[src/assert_macros.svh]
`ifndef ASSERT_MACROS_SVH
`define ASSERT_MACROS_SVH

// concurrent check on the block clock, off while reset is asserted
`define JAQ_ASSERT(name, prop, msg) \
  name: assert property (@(posedge clk_i) disable iff (!rst_ni) prop) \
    else $error(msg);

// condition that must never be seen
`define JAQ_NEVER(name, cond, msg) \
  `JAQ_ASSERT(name, !(cond), msg)

`endif

[src/jaq_pkg.sv]
`timescale 1ns / 1ps
`default_nettype none

package jaq_pkg;

  // channel counts
  localparam int AXIS_COUNT   = 16;
  localparam int BUTTON_COUNT = 32;
  localparam int AXIS_AW      = (AXIS_COUNT > 1) ? $clog2(AXIS_COUNT) : 1;
  localparam int BUTTON_AW    = (BUTTON_COUNT > 1) ? $clog2(BUTTON_COUNT) : 1;

  // field widths
  localparam int CH_W      = 5;
  localparam int POS_W     = 16;
  localparam int TICK_W    = 16;
  localparam int TIMER_W   = 17;
  localparam int CFG_IDX_W = 3;
  localparam int CFG_W     = 16;
  localparam int GROUP_MAX = 3;

  localparam logic [TIMER_W-1:0] TIMER_MAX = '1;

  // sample kinds
  localparam logic OP_BUTTON = 1'b0;
  localparam logic OP_AXIS   = 1'b1;

  // event kinds
  localparam logic [1:0] KIND_MOVE   = 2'd0;
  localparam logic [1:0] KIND_BUTTON = 2'd1;
  localparam logic [1:0] KIND_LOW    = 2'd2;
  localparam logic [1:0] KIND_HIGH   = 2'd3;

  // register indexes
  localparam logic [CFG_IDX_W-1:0] REG_MOVE_TOL    = 3'd0;
  localparam logic [CFG_IDX_W-1:0] REG_LOW_LEVEL   = 3'd1;
  localparam logic [CFG_IDX_W-1:0] REG_HIGH_LEVEL  = 3'd2;
  localparam logic [CFG_IDX_W-1:0] REG_PRESS_DELAY = 3'd3;
  localparam logic [CFG_IDX_W-1:0] REG_REPEAT      = 3'd4;
  localparam logic [CFG_IDX_W-1:0] REG_RELEASE     = 3'd5;

  // register reset values
  localparam logic [CFG_W-1:0]        MOVE_TOL_RST   = 16'd66;
  localparam logic signed [CFG_W-1:0] LOW_LEVEL_RST  = -16'sd29491;
  localparam logic signed [CFG_W-1:0] HIGH_LEVEL_RST = 16'sd29491;

  typedef struct packed {
    logic                    op;
    logic [CH_W-1:0]         channel;
    logic                    pressed_in;
    logic signed [POS_W-1:0] position;
    logic [TICK_W-1:0]       elapsed;
  } in_item_t;

  typedef struct packed {
    logic [1:0]              kind;
    logic [CH_W-1:0]         channel_out;
    logic                    level;
    logic signed [POS_W-1:0] position_out;
    logic                    last;
  } out_item_t;

  // results of one sample, in order, with their count
  typedef struct packed {
    out_item_t [GROUP_MAX-1:0] item;
    logic [1:0]                cnt;
  } group_t;

  typedef struct packed {
    logic signed [POS_W-1:0] prev;
    logic [TIMER_W-1:0]      timer;
    logic                    low_held;
    logic                    high_held;
  } axis_entry_t;

  typedef struct packed {
    logic               held;
    logic [TIMER_W-1:0] timer;
  } button_entry_t;

  typedef struct packed {
    logic               fire;
    logic [TIMER_W-1:0] timer;
  } timer_res_t;

  // delay the timer waits for, from the current and the last state
  function automatic logic [TICK_W-1:0] pick_delay(logic now, logic prev_on,
                                                   logic [TICK_W-1:0] press,
                                                   logic [TICK_W-1:0] rep,
                                                   logic [TICK_W-1:0] rel);
    if (now) begin
      return prev_on ? rep : press;
    end
    return rel;
  endfunction

  // saturating advance (cleared while neither now nor before), fire and subtract
  function automatic timer_res_t run_timer(logic [TIMER_W-1:0] t, logic now,
                                           logic prev_on, logic [TICK_W-1:0] elapsed,
                                           logic [TICK_W-1:0] d);
    logic [TIMER_W:0]   sum;
    logic [TIMER_W-1:0] tv;
    timer_res_t         res;
    sum = {1'b0, t} + {2'b00, elapsed};
    if (now || prev_on) begin
      tv = sum[TIMER_W] ? TIMER_MAX : sum[TIMER_W-1:0];
    end else begin
      tv = '0;
    end
    res.fire  = (tv >= {1'b0, d});
    res.timer = res.fire ? (tv - {1'b0, d}) : tv;
    return res;
  endfunction

  function automatic out_item_t mk_item(logic [1:0] kind, logic [CH_W-1:0] ch,
                                        logic level, logic signed [POS_W-1:0] pos,
                                        logic last);
    out_item_t o;
    o.kind         = kind;
    o.channel_out  = ch;
    o.level        = level;
    o.position_out = pos;
    o.last         = last;
    return o;
  endfunction

endpackage

`default_nettype wire

[src/jaq_ram.sv]
`timescale 1ns / 1ps
`default_nettype none

module jaq_ram #(
  parameter int WIDTH = 8,
  parameter int DEPTH = 16,
  parameter int AW    = (DEPTH > 1) ? $clog2(DEPTH) : 1
) (
  input  logic             clk_i,
  input  logic             we_i,
  input  logic [AW-1:0]    waddr_i,
  input  logic [WIDTH-1:0] wdata_i,
  input  logic             re_i,
  input  logic [AW-1:0]    raddr_i,
  output logic [WIDTH-1:0] rdata_o
);

  logic [WIDTH-1:0] mem_q [DEPTH];
  logic [WIDTH-1:0] rdata_q;

  // one write port, one registered read port
  always_ff @(posedge clk_i) begin
    if (we_i) begin
      mem_q[waddr_i] <= wdata_i;
    end
    if (re_i) begin
      rdata_q <= mem_q[raddr_i];
    end
  end

  assign rdata_o = rdata_q;

endmodule

`default_nettype wire

[src/jaq_outbuf.sv]
`timescale 1ns / 1ps
`default_nettype none
`include "assert_macros.svh"

module jaq_outbuf (
  input  logic               clk_i,
  input  logic               rst_ni,
  input  logic               load_valid_i,
  input  jaq_pkg::group_t    load_i,
  output logic               free_o,
  output logic               out_valid_o,
  input  logic               out_ready_i,
  output jaq_pkg::out_item_t out_item_o
);
  import jaq_pkg::*;

  out_item_t [GROUP_MAX-1:0] item_q;
  logic [1:0]                cnt_q;
  logic [1:0]                idx_q;
  logic                      pop;
  logic                      last_pop;
  logic                      load;

  // hand out the stored results one per cycle while the receiver is ready
  assign pop      = (cnt_q != 2'd0) && out_ready_i;
  assign last_pop = pop && (idx_q == (cnt_q - 2'd1));
  assign free_o   = (cnt_q == 2'd0) || last_pop;
  assign load     = load_valid_i && free_o;

  assign out_valid_o = (cnt_q != 2'd0);
  assign out_item_o  = item_q[idx_q];

  // count and read pointer
  always_ff @(posedge clk_i or negedge rst_ni) begin
    if (!rst_ni) begin
      cnt_q <= 2'd0;
      idx_q <= 2'd0;
    end else if (load) begin
      cnt_q <= load_i.cnt;
      idx_q <= 2'd0;
    end else if (last_pop) begin
      cnt_q <= 2'd0;
      idx_q <= 2'd0;
    end else if (pop) begin
      idx_q <= idx_q + 2'd1;
    end
  end

  // result storage
  always_ff @(posedge clk_i) begin
    if (load) begin
      item_q <= load_i.item;
    end
  end

  `JAQ_ASSERT(a_idx_in_group, cnt_q != 2'd0 |-> idx_q < cnt_q, "read pointer past group")
  `JAQ_ASSERT(a_last_marks_end, out_valid_o |-> (out_item_o.last == (idx_q == (cnt_q - 2'd1))),
              "last flag not on final result of item")
  `JAQ_NEVER(a_no_overwrite, load_valid_i && free_o && out_valid_o && !last_pop,
             "group overwritten before drained")

endmodule

`default_nettype wire

[src/joystick_autorepeat_qualifier.sv]
// joystick_autorepeat_qualifier
// input channel in_*: one tick sample per item, a button pressed bit or an
// axis position (Q1.15) plus the ticks elapsed since that channel's last sample.
// output channel out_*: events (axis moved, button update, low/high virtual
// button); the final event caused by one sample carries last.
// cfg_*: plain register writes, taken in the cycle the write enable is high;
// write only while the block is idle.
// path: an accepted item enters the stage register as its channel state is
// read from memory; the update there loads the item's events into the result
// register that drives out_*. throughput: one item per cycle while each item
// gives at most one event and the receiver is ready; the result register
// hands out one event per ready cycle, so an item with two or three events
// holds back the next item with events until its last one is taken. per-channel
// state sits in two single-port-write RAMs read as the item is accepted; a
// bypass covers a write to the same channel by the item just in front.
// reset: all channels idle with zero timers at once (per-entry valid flops),
// registers at their defaults; no clearing pass.
// a stalled receiver fills the result register, the update stage then holds
// and in_ready_o falls; nothing is dropped.
`timescale 1ns / 1ps
`default_nettype none
`include "assert_macros.svh"

module joystick_autorepeat_qualifier (
  input  logic                              clk_i,
  input  logic                              rst_ni,
  input  logic                              in_valid_i,
  output logic                              in_ready_o,
  input  jaq_pkg::in_item_t                 in_item_i,
  output logic                              out_valid_o,
  input  logic                              out_ready_i,
  output jaq_pkg::out_item_t                out_item_o,
  input  logic                              cfg_we_i,
  input  logic [jaq_pkg::CFG_IDX_W-1:0]     cfg_idx_i,
  input  logic [jaq_pkg::CFG_W-1:0]         cfg_data_i
);
  import jaq_pkg::*;

  // configuration registers
  logic [CFG_W-1:0]        move_tol_q;
  logic signed [CFG_W-1:0] low_level_q;
  logic signed [CFG_W-1:0] high_level_q;
  logic [CFG_W-1:0]        press_delay_q;
  logic [CFG_W-1:0]        repeat_q;
  logic [CFG_W-1:0]        release_q;

  // update stage
  logic              accept;
  logic              s1_valid_q;
  in_item_t          s1_q;
  logic              s1_adv;
  logic              grp_free;
  group_t            grp_d;

  // channel state
  logic [AXIS_COUNT-1:0]   avalid_q;
  logic [BUTTON_COUNT-1:0] bvalid_q;
  axis_entry_t             a_rdata;
  axis_entry_t             a_wdata;
  axis_entry_t             afwd_data_q;
  logic                    afwd_q;
  button_entry_t           b_rdata;
  button_entry_t           b_wdata;
  button_entry_t           bfwd_data_q;
  logic                    bfwd_q;
  logic                    a_we;
  logic                    b_we;
  logic [AXIS_AW-1:0]      a_idx;
  logic [BUTTON_AW-1:0]    b_idx;
  logic [AXIS_AW-1:0]      in_a_idx;
  logic [BUTTON_AW-1:0]    in_b_idx;

  // update datapath
  logic                    a_in_range;
  logic                    b_in_range;
  axis_entry_t             a_ent;
  button_entry_t           b_ent;
  logic signed [POS_W:0]   diff;
  logic [POS_W:0]          absd;
  logic                    mv;
  logic                    lo;
  logic                    hi;
  logic                    a_before;
  timer_res_t              a_tr;
  timer_res_t              b_tr;

  assign a_idx    = s1_q.channel[AXIS_AW-1:0];
  assign b_idx    = s1_q.channel[BUTTON_AW-1:0];
  assign in_a_idx = in_item_i.channel[AXIS_AW-1:0];
  assign in_b_idx = in_item_i.channel[BUTTON_AW-1:0];

  // register writes
  always_ff @(posedge clk_i or negedge rst_ni) begin
    if (!rst_ni) begin
      move_tol_q    <= MOVE_TOL_RST;
      low_level_q   <= LOW_LEVEL_RST;
      high_level_q  <= HIGH_LEVEL_RST;
      press_delay_q <= '0;
      repeat_q      <= '0;
      release_q     <= '0;
    end else if (cfg_we_i) begin
      unique case (cfg_idx_i)
        REG_MOVE_TOL:    move_tol_q    <= cfg_data_i;
        REG_LOW_LEVEL:   low_level_q   <= cfg_data_i;
        REG_HIGH_LEVEL:  high_level_q  <= cfg_data_i;
        REG_PRESS_DELAY: press_delay_q <= cfg_data_i;
        REG_REPEAT:      repeat_q      <= cfg_data_i;
        REG_RELEASE:     release_q     <= cfg_data_i;
        default: ;
      endcase
    end
  end

  // input handshake: stage free or moving on
  assign accept     = in_valid_i && in_ready_o;
  assign s1_adv     = s1_valid_q && ((grp_d.cnt == 2'd0) || grp_free);
  assign in_ready_o = !s1_valid_q || s1_adv;

  // state memories, read as the item is accepted
  jaq_ram #(
    .WIDTH ($bits(axis_entry_t)),
    .DEPTH (AXIS_COUNT)
  ) u_axis_ram (
    .clk_i   (clk_i),
    .we_i    (a_we),
    .waddr_i (a_idx),
    .wdata_i (a_wdata),
    .re_i    (accept && (in_item_i.op == OP_AXIS)),
    .raddr_i (in_a_idx),
    .rdata_o (a_rdata)
  );

  jaq_ram #(
    .WIDTH ($bits(button_entry_t)),
    .DEPTH (BUTTON_COUNT)
  ) u_button_ram (
    .clk_i   (clk_i),
    .we_i    (b_we),
    .waddr_i (b_idx),
    .wdata_i (b_wdata),
    .re_i    (accept && (in_item_i.op == OP_BUTTON)),
    .raddr_i (in_b_idx),
    .rdata_o (b_rdata)
  );

  // stage register, valid bits and same-channel bypass
  always_ff @(posedge clk_i or negedge rst_ni) begin
    if (!rst_ni) begin
      s1_valid_q <= 1'b0;
      avalid_q   <= '0;
      bvalid_q   <= '0;
      afwd_q     <= 1'b0;
      bfwd_q     <= 1'b0;
    end else begin
      if (accept) begin
        s1_valid_q <= 1'b1;
        afwd_q     <= a_we && (a_idx == in_a_idx);
        bfwd_q     <= b_we && (b_idx == in_b_idx);
      end else if (s1_adv) begin
        s1_valid_q <= 1'b0;
      end
      if (a_we) begin
        avalid_q[a_idx] <= 1'b1;
      end
      if (b_we) begin
        bvalid_q[b_idx] <= 1'b1;
      end
    end
  end

  always_ff @(posedge clk_i) begin
    if (accept) begin
      s1_q        <= in_item_i;
      afwd_data_q <= a_wdata;
      bfwd_data_q <= b_wdata;
    end
  end

  // read-modify-write of the sample's channel
  always_comb begin
    a_in_range = ({1'b0, s1_q.channel} < (CH_W + 1)'(AXIS_COUNT));
    b_in_range = ({1'b0, s1_q.channel} < (CH_W + 1)'(BUTTON_COUNT));

    // entry never written reads as idle
    a_ent = avalid_q[a_idx] ? (afwd_q ? afwd_data_q : a_rdata) : '0;
    b_ent = bvalid_q[b_idx] ? (bfwd_q ? bfwd_data_q : b_rdata) : '0;

    // axis move and thresholds
    diff     = {s1_q.position[POS_W-1], s1_q.position} - {a_ent.prev[POS_W-1], a_ent.prev};
    absd     = diff[POS_W] ? (POS_W + 1)'(-diff) : diff;
    mv       = !avalid_q[a_idx] || (absd > {1'b0, move_tol_q});
    lo       = s1_q.position < low_level_q;
    hi       = s1_q.position > high_level_q;
    a_before = a_ent.low_held || a_ent.high_held;
    a_tr     = run_timer(a_ent.timer, lo || hi, a_before, s1_q.elapsed,
                         pick_delay(lo || hi, a_before, press_delay_q, repeat_q, release_q));
    b_tr     = run_timer(b_ent.timer, s1_q.pressed_in, b_ent.held, s1_q.elapsed,
                         pick_delay(s1_q.pressed_in, b_ent.held, press_delay_q, repeat_q,
                                    release_q));

    a_wdata.prev      = mv ? s1_q.position : a_ent.prev;
    a_wdata.timer     = a_tr.timer;
    a_wdata.low_held  = a_tr.fire ? lo : a_ent.low_held;
    a_wdata.high_held = a_tr.fire ? hi : a_ent.high_held;
    b_wdata.held      = b_tr.fire ? s1_q.pressed_in : b_ent.held;
    b_wdata.timer     = b_tr.timer;

    a_we = s1_adv && (s1_q.op == OP_AXIS) && a_in_range;
    b_we = s1_adv && (s1_q.op == OP_BUTTON) && b_in_range;

    // events of this sample, in order
    grp_d = '0;
    if (s1_valid_q && (s1_q.op == OP_AXIS) && a_in_range) begin
      if (mv) begin
        grp_d.item[0] = mk_item(KIND_MOVE, s1_q.channel, 1'b0, s1_q.position, !a_tr.fire);
        if (a_tr.fire) begin
          grp_d.item[1] = mk_item(KIND_LOW, s1_q.channel, lo, s1_q.position, 1'b0);
          grp_d.item[2] = mk_item(KIND_HIGH, s1_q.channel, hi, s1_q.position, 1'b1);
          grp_d.cnt     = 2'd3;
        end else begin
          grp_d.cnt     = 2'd1;
        end
      end else if (a_tr.fire) begin
        grp_d.item[0] = mk_item(KIND_LOW, s1_q.channel, lo, s1_q.position, 1'b0);
        grp_d.item[1] = mk_item(KIND_HIGH, s1_q.channel, hi, s1_q.position, 1'b1);
        grp_d.cnt     = 2'd2;
      end
    end else if (s1_valid_q && (s1_q.op == OP_BUTTON) && b_in_range && b_tr.fire) begin
      grp_d.item[0] = mk_item(KIND_BUTTON, s1_q.channel, s1_q.pressed_in, '0, 1'b1);
      grp_d.cnt     = 2'd1;
    end
  end

  // result register
  jaq_outbuf u_outbuf (
    .clk_i        (clk_i),
    .rst_ni       (rst_ni),
    .load_valid_i (s1_valid_q && (grp_d.cnt != 2'd0)),
    .load_i       (grp_d),
    .free_o       (grp_free),
    .out_valid_o  (out_valid_o),
    .out_ready_i  (out_ready_i),
    .out_item_o   (out_item_o)
  );

  `JAQ_ASSERT(a_stall_holds, s1_valid_q && !s1_adv |=> s1_valid_q && $stable(s1_q),
              "stalled item lost or changed")
  `JAQ_ASSERT(a_write_on_advance, a_we || b_we |-> s1_adv, "state written without advance")
  `JAQ_NEVER(a_one_write, a_we && b_we, "both state memories written for one item")

endmodule

`default_nettype wire

[config.mk]
export PLATFORM = sky130hd
export DESIGN_NAME = joystick_autorepeat_qualifier
export DESIGN_NICKNAME = d
export VERILOG_FILES = /design/src/jaq_pkg.sv /design/src/jaq_ram.sv /design/src/jaq_outbuf.sv /design/src/joystick_autorepeat_qualifier.sv
export VERILOG_INCLUDE_DIRS = /design/src /design/src/src
export SDC_FILE = /design/constraint.sdc
export NUM_CORES = 2
export LEC_CHECK = 0
export CAP_MARGIN = 20
export CORE_UTILIZATION = 46
export DETAILED_ROUTE_END_ITERATION = 10
export DONT_BUFFER_PORTS = 1
export PLACE_DENSITY = 0.72
export SLEW_MARGIN = 30
export SYNTH_ARGS = -nofsm -noshare
export SYNTH_HDL_FRONTEND = slang
export SYNTH_SLANG_ARGS = --single-unit
export TNS_END_PERCENT = 30
[constraint.sdc]
create_clock -name clk_i -period 10.34 [get_ports clk_i]
set_clock_uncertainty 0.05 [all_clocks]
set_input_delay 0.517 -clock clk_i [delete_from_list [all_inputs] [get_ports clk_i]]
set_output_delay 0.517 -clock clk_i [all_outputs]
set_load 0.005 [all_outputs]
==> run_results.csv <==
group,metric,value,unit
route,num_vias,34920,
clocking,htreeDepth,4,
floorplanning,fp.dieW,376.4,um
setup_path,r2r_slack,1580,ps
synthesis,async_reset_ff_frac,0.1004,
floorplanning,die_h,376.4,um
floorplanning,fp.coreArea,139400,um2
sta,fin_setup_tns,0,ps
grt,first_global_vias,34300,
cells_and_area,n_fill_cell,10770,
setup_path,reg2reg_from,"b_idx[1]",
place,routabilityCongestion,0.9008,
setup_path,start_kind,"register",
floorplanning,rows,137,
synthesis,synth_seq_cells,1504,
setup_path,rr_worst_depth,28,
grt,grt_max_degree,287,
synthesis,synthDistinctLibCells,89,
route,drt_iter0_drc,4187,
sta,drv_slew,39,
synthesis,ys_seq_area_frac,0.6890,
route,drc,0,
run_status,outcome,"complete, but fails checks",
grt,antenna_found_initial,22,
setup_path,worstPathRequired,9770,ps
place,hpwlAfterDp,97020,um
synthesis,synth-edff-count,1353,
clocking,post_cts_buffers,0,
cells_and_area,final_cell_mix,"1,353 x edfxtp_1, 359 x mux4_2, 242 x nand2_1",
setup_path,crit_top_cell,"a21oi_1",
floorplanning,num_io_pins,90,
cells_and_area,layout_commonest_cell,"edfxtp_1",
clocking,clkSlewWorstSetupHoldPaths,60,ps
setup_path,crit_slowest_cell,"a21oi_2",
floorplanning,dieArea,141700,um2
sta,max_freq,0.1140,GHz
sta,finalCriticalPeriod,8774,ps
synthesis,yosys_warnings,0,
grt,grt_use_total,0.2230,
sta,post-route-period-util,0.8486,
grt,gr-total-overflow,0,
setup_path,end_kind,"primary output",
run,maxCapViolations,0,
clocking,clkLatencyLatePin,800,ps
run_status,failed_checks,"max-slew violations",
clocking,clkSinkCount,1504,
synthesis,synthFlopType,"edfxtp_1",
sta,finalSetupViolCount,0,
synthesis,syn_area,64480,um2
route,routedWlPerCell,27.19,um
setup_path,criticalPathCategory,"register to primary output",
clocking,cts_buffer_depth,3,
clocking,cts-buffers-inserted,148,
cells_and_area,area_growth,13.20,%
floorplanning,start_util,0.4627,
route,drt_pass1_iterations,6,
clocking,cts_tree,"built",
synthesis,syn_avg_cell_area,17.52,um2
cells_and_area,multi_input_area,19420,um2
cells_and_area,fin_util,0.5238,
sta,hold_viol_final,0,
cells_and_area,nNetsFinal,4016,
worst_hold_path,hold_class,"primary input to register",
setup_path,cpPeakStageDelay,520,ps
sta,worst_pin_slew,1561,ps
sta,slew_headroom,-0.04067,
cells_and_area,final_cell_area,73000,um2
synthesis,netlist_top_cells_area,"edfxtp_1 63%, mux4_2 13%, dfrtp_1 5.1%",
route,wirelength,158200,um
synthesis,syn-instance-count,3681,
place,port_buffers,0,
grt,grt_pass1_wl,229800,um
clocking,cts-resized-gates,0,
synthesis,yosysTopAreaCellShare,0.6301,
setup_path,cp_data_arrival_time,8210,ps
cells_and_area,regArea,44430,um2
route,avgViaCountPerCell,5.999,
route,ant_nets,0,
setup_path,cp-startpoint,"b_idx[1]",
synthesis,synth_area_leader_cell,"edfxtp_1",
setup_path,crit_path_end,"in_ready_o",
sta,rsz0062_at_grt,"no",
place,dpl_cell_area,67400,um2
setup_path,critPathMaxFanout,23,
setup_path,r2r-end,"u_axis_ram.mem_q[11][3]",
cells_and_area,drive_above_1_share,0.2336,
clocking,cts-root-buf,"clkbuf_16",
## cells in the mapped netlist (10+ instances only)
cell and count:
a21oi_1 127, a21o_1 36, clkbuf_1 107, a211oi_1 14
xor2_1 33, buf_2 16, dfrtp_1 132, mux2_2 105
nand2b_1 11, and3_1 28, nor2b_1 15, mux4_2 359
nor2_1 166, nand2_1 242, and2_1 46, ha_1 129
o21bai_2 10, o21ai_0 146, nor3_1 21, nand3_1 24
o31ai_1 10, edfxtp_1 1353, xnor2_1 47, a31oi_1 14
buf_1 42, inv_1 87, mux2i_1 115, o21bai_1 49
o211ai_1 12, nand4_1 12, dfstp_2 19
## cell families after synthesis
family | after synthesis | synth area share
AO/OA/AOI/OAI | 508 | 0.05155
XOR/XNOR | 80 | 0.01087
AND/OR/NAND/NOR | 608 | 0.04306
multiplexers | 582 | 0.1624
buffers and inverters | 264 | 0.01649
other | 1 | 0.00005815
flip-flops | 1504 | 0.6890
adder cells (fa/ha/maj) | 134 | 0.02658
## sequential cells by signal, summed over array words and instances (netlist names), 18 cells and up
name                  count
u_button_ram.mem_q      576
u_outbuf.item_q          72
bvalid_q                 32
u_button_ram.rdata_o     18
u_axis_ram.rdata_o       35
u_axis_ram.mem_q        560
afwd_data_q              35
s1_q                     34
bfwd_data_q              18
## critical path: cells and delay by family (launching register included)
family	cells	cell delay (ps)
AO/OA/AOI/OAI	15	3980
AND/OR/NAND/NOR	6	1300
buffers and inverters	3	770
adder cells (fa/ha/maj)	2	700
flip-flops	1	480
multiplexers	1	150
## cell type report
type	instances	area share
Inverter	89	0.004576
Timing Repair Buffer	162	0.02067
Clock buffer	177	0.05408
Clock inverter	88	0.01351
Multi-Input combinational cell	1914	0.2660
Sequential cell	1504	0.6087
Tap cell	1876	0.03215
Antenna cell	10	0.0003428
## how the worst min path moves through the flow
stage                              from                     end  slack, ps  cells after the start
after floorplan                  rst_ni                  afwd_q        170                      0
after global placement           rst_ni          low_level_q[9]        180                      0
after detailed placement         rst_ni          low_level_q[9]        180                      0
after CTS                 in_item_i[34]                b_idx[1]          4                      0
after global routing      in_item_i[36]  u_axis_ram.rdata_o[12]         30                      1
final                      cfg_idx_i[1]         low_level_q[11]         70                      4
## layer usage
layer	track usage	wire, um	share of wire	vias up
met5	0	136	0.00086	-
met3	0.04641	13150	0.083	238
met4	0.06320	3924	0.025	22
met1	0.3122	64840	0.41	18190
met2	0.3544	76170	0.48	1533
li1	-	-	-	14930
## stage by stage
step	instances	hold slack (ps)	setup WS, ps
6_report	5820	71.05	1566
5_1_grt	5817	28.22	1039
4_1_cts	5809	4.476	1689
3_5_place_dp	5485	176.8	1752
3_3_place_gp	5477	177.0	2010
2_1_floorplan	3682	171.4	1169
## what timing repair did
| action | CTS | global route |
|---|---|---|
| hold buffers | 59 | 1 |
| setup endpoints to repair | 0 | 0 |
| hold endpoints to repair | 304 | 12 |
Power is not shown: default switching activity piles up to over one toggle a cycle in this logic, so the estimate is an artifact.
